$ cat src/hw/rtl/mse_ram.sv
// Generic single-port-write, single-port-read RAM with registered read data.
// No dependencies.
module mse_ram #(
    parameter int WIDTH = 8,
    parameter int DEPTH = 256
) (
    input  logic                     clk,
    input  logic                     we,
    input  logic [$clog2(DEPTH)-1:0] waddr,
    input  logic [WIDTH-1:0]         wdata,
    input  logic [$clog2(DEPTH)-1:0] raddr,
    output logic [WIDTH-1:0]         rdata
);
    logic [WIDTH-1:0] mem [DEPTH];

    always_ff @(posedge clk)
    begin
        if (we)
        begin
            mem[waddr] <= wdata;
        end
        rdata <= mem[raddr];
    end
endmodule

$ cat config.mk
export PLATFORM = sky130hd
export DESIGN_NAME = mse_ram
export DESIGN_NICKNAME = d
export VERILOG_FILES = /design/src/hw/rtl/mse_ram.sv
export SDC_FILE = /design/constraint.sdc
export NUM_CORES = 2
export LEC_CHECK = 0
export BUFFER_PORTS_ARGS = -buffer_cell sky130_fd_sc_hd__buf_2
export CAP_MARGIN = 15
export CORE_UTILIZATION = 55
export CTS_CLUSTER_DIAMETER = 60
export CTS_CLUSTER_SIZE = 16
export DETAILED_ROUTE_END_ITERATION = 10
export PLACE_DENSITY = 0.71
export REMOVE_ABC_BUFFERS = 1
export SKIP_CTS_REPAIR_TIMING = 1
export SLEW_MARGIN = 20
export SYNTH_ARGS = -nofsm -noshare
export SYNTH_HDL_FRONTEND = slang
export SYNTH_SLANG_ARGS = --single-unit
$ cat constraint.sdc
create_clock -name clk -period 5.3 [get_ports clk]
set_clock_uncertainty 0.15 [all_clocks]
set_input_delay 0.265 -clock clk [delete_from_list [all_inputs] [get_ports clk]]
set_output_delay 0.265 -clock clk [all_outputs]
set_load 0.02 [all_outputs]
==> metrics.md <==
| Metric | Value |
|---|---|
| Outcome | finished with violations |
| Failing checks | negative hold slack |
| Final WL | 188300 microns |
| Post-synth EDFFs | 2048 |
| Largest family of logic cells by synthesized area | multiplexers |
| DRT Pass-1 Iters | 8 |
| Placed cell area | 81880 sq um |
| GRT Total Usage | 26.03% |
| Worst-Margin Slew | 1181 ps |
| Number of buffers created by CTS | 150 |
| Max-slew violation count | 0 |
| Mux contribution to synthesized area | 14.62% |
| Clk Latency, worst-skew pair | 800 ps |
| CTS sink count | 2056 |
| Vias per cell | 6.712 |
| Vias in the first global route | 38210 |
| Min cycle time layout | 3293 ps |
| Die height | 382.3 microns |
| Max-capacitance violation count | 0 |
| Worst Hold Class | in2reg |
| Adder-cell area share of the yosys netlist | 0% |
| Worst-path maximum fanout | 25 |
| Share of layout cells above drive strength 1 | 20.83% |
| Unique cell type count in the Yosys netlist | 55 |
| Avg Cell Area, Syn | 21.31 sq um |
| Power Density | 351.3 nW/um^2 |
| Min-delay src | wdata[5] |
| Detail Route Antenna Nets | 0 |
| Synth Area in Simple Gates | 2.628% |
| Core Area | 143500 sq um |
| Warning count from the yosys run | 0 |
| CTS tree | done |
| Final GP Congestion | 0.9050 |
| Drt initial violations | 5289 |
| Port buffer count | 33 |
| Post-detail-place hpwl | 115400 microns |
| Fin Setup TNS | 0 ps |
| Global-route wire length before repair | 272200 microns |
| Clk Tree Root Cell | clkbuf_16 |
| #FFs+latches synth | 2056 |
| Total gr overflow | 0 |
| Synth-to-Final Area Change | 8.318% |
| CTS HTree Levels | 4 |
| # rows | 139 |
| Worst vdd ir | 0.3608 mV |
| DR vias | 38590 |
| Leakage | 0.02613 uW |
| Worst hold slack | -35.68 ps |
| FFs w/ async S/R, synth | 0% |
| Worst setup EP type | flop |
| Worst Path Required | 5790 ps |
| Die area | 146200 sq um |
| Critical path arrival | 3790 ps |
| FMAX | 0.3037 GHz |
| Crit share post-route | 62.13% |
| Nets | 3821 |
| Largest net degree at the start of global routing | 164 |
| Final hold violation count | 24 |
| Die width | 382.3 microns |
| Setup Crit Path Kind | in2reg |
| Seq/Total Area, Yosys | 77.50% |
| RSZ-0062 raised after global routing | no |
| Post-Synthesis Cells | 3733 |
| Initial Util | 55.45% |
| Critical Path Start | raddr[4] |
| Clk buf depth | 3 |
| Initial antenna violation count | 9 |
| Post-Synthesis Cell Area | 79560 sq um |
| Drt wl/cell | 32.76 microns |
| Post-synthesis xor/xnor area fraction | 0% |
| Critical register-to-register path startpoint | mem[76][2]$_DFFE_PP_ |
| Commonest register cell after synthesis | edfxtp_1 |
| Critical Path Source Type | primary input |
| DRC | 0 |
| Clock slew seen by the registers of the worst setup and hold paths | 70 ps |
| IO Count | 34 |
| Relative slew slack | 20.51% |
| Area fraction in compound gates after synthesis | 3.419% |
| Post-layout instance area | 86170 sq um |
| Core Util, Final | 60.06% |
| Endpoints failing setup | 0 |
==> flip-flops by register name (all words and copies together), names as in the netlist <==
register and flops:
mem 2048, rdata 8
==> per-layer routing <==
metal,share of wire [%],global-route usage [%]
met3,11,5.990
met2,47,40.10
met5,0.054,0
met1,39,37.22
met4,3.5,8.600
==> layout make-up <==
class | count | area (sq um)
Fill cell | 9824 | 57310
Inverter | 2 | 7.507
Clock inverter | 22 | 264.0
Multi-Input combinational cell | 1442 | 16520
Clock buffer | 176 | 3988
Tap cell | 1903 | 2381
Sequential cell | 2056 | 61660
Timing Repair Buffer | 143 | 1339
Antenna cell | 5 | 12.51
==> final timing paths <==
kind,to,slack (ps),depth (start not counted)
max,rdata[5]$_DFF_P_,2010,8
min,mem[226][5]$_DFFE_PP_,-40,1
max reg2reg,rdata[2]$_DFF_P_,2300,6
min reg2reg,rdata[6]$_DFF_P_,860,5
==> report_power, final <==
group	switching, uW	internal [uW]	total (uW)	leakage, uW
logic	1050	543	1600	0.00558
registers	38.5	17900	18000	0.0185
clock network	5260	5470	10700	0.00208
total	6350	23900	30300	0.0261
==> worst max-delay path, cell delays in order <==
cell	delay [ps]
buf_2	720
buf_4	390
nand2b_1	700
a211oi_1	120
a311oi_1	550
o221ai_1	260
a211oi_2	650
nor4_1	90
==> through the flow <==
stage               worst slack (ps)  instances  total power (uW)
floorplan                       2477       3500             18920
global placement               870.2       5545             19860
detailed placement             897.8       5545             19890
CTS                             1725       5743             30370
global route                    2016       5745             30980
finish                          2007       5749             30270
==> cells in the final DEF (no fill, tap or decap), drive strengths merged, types with 16 or more instances in the layout <==
cell / count
edfxtp: 2048
nor2: 282
o22ai: 28
o221ai: 47
nand2: 33
a22oi: 133
clkbuf: 184
a21oi: 96
nor2b: 31
nor4: 27
buf: 134
mux2i: 134
a211oi: 16
nand3: 34
nor3: 22
mux4: 456
==> cells by family after synthesis <==
| kind of cell | Yosys count |
|---|---|
| flip-flops | 2056 |
| AND/OR/NAND/NOR | 466 |
| multiplexers | 591 |
| AO/OA/AOI/OAI | 385 |
| buffers and inverters | 235 |
==> cells in the mapped netlist (10+ instances only) <==
cell | count | share of area (%)
a211oi_1 | 16 | 0.15
a21oi_1 | 96 | 0.60
a221oi_1 | 13 | 0.14
a22oi_1 | 133 | 1.3
buf_1 | 22 | 0.10
buf_2 | 31 | 0.20
buf_4 | 27 | 0.25
buf_6 | 21 | 0.30
buf_8 | 13 | 0.25
clkbuf_1 | 111 | 0.52
edfxtp_1 | 2048 | 77
mux2i_1 | 134 | 1.7
mux4_2 | 454 | 13
nand2_1 | 33 | 0.16
nand3_1 | 34 | 0.21
nand4_1 | 10 | 0.079
nor2_1 | 282 | 1.3
nor2b_1 | 31 | 0.24
nor3_1 | 22 | 0.14
nor4_1 | 24 | 0.19
o211ai_1 | 10 | 0.094
o21ai_0 | 10 | 0.063
o221ai_1 | 46 | 0.51
o22ai_1 | 28 | 0.22
Power figures use the tool's default switching activity.
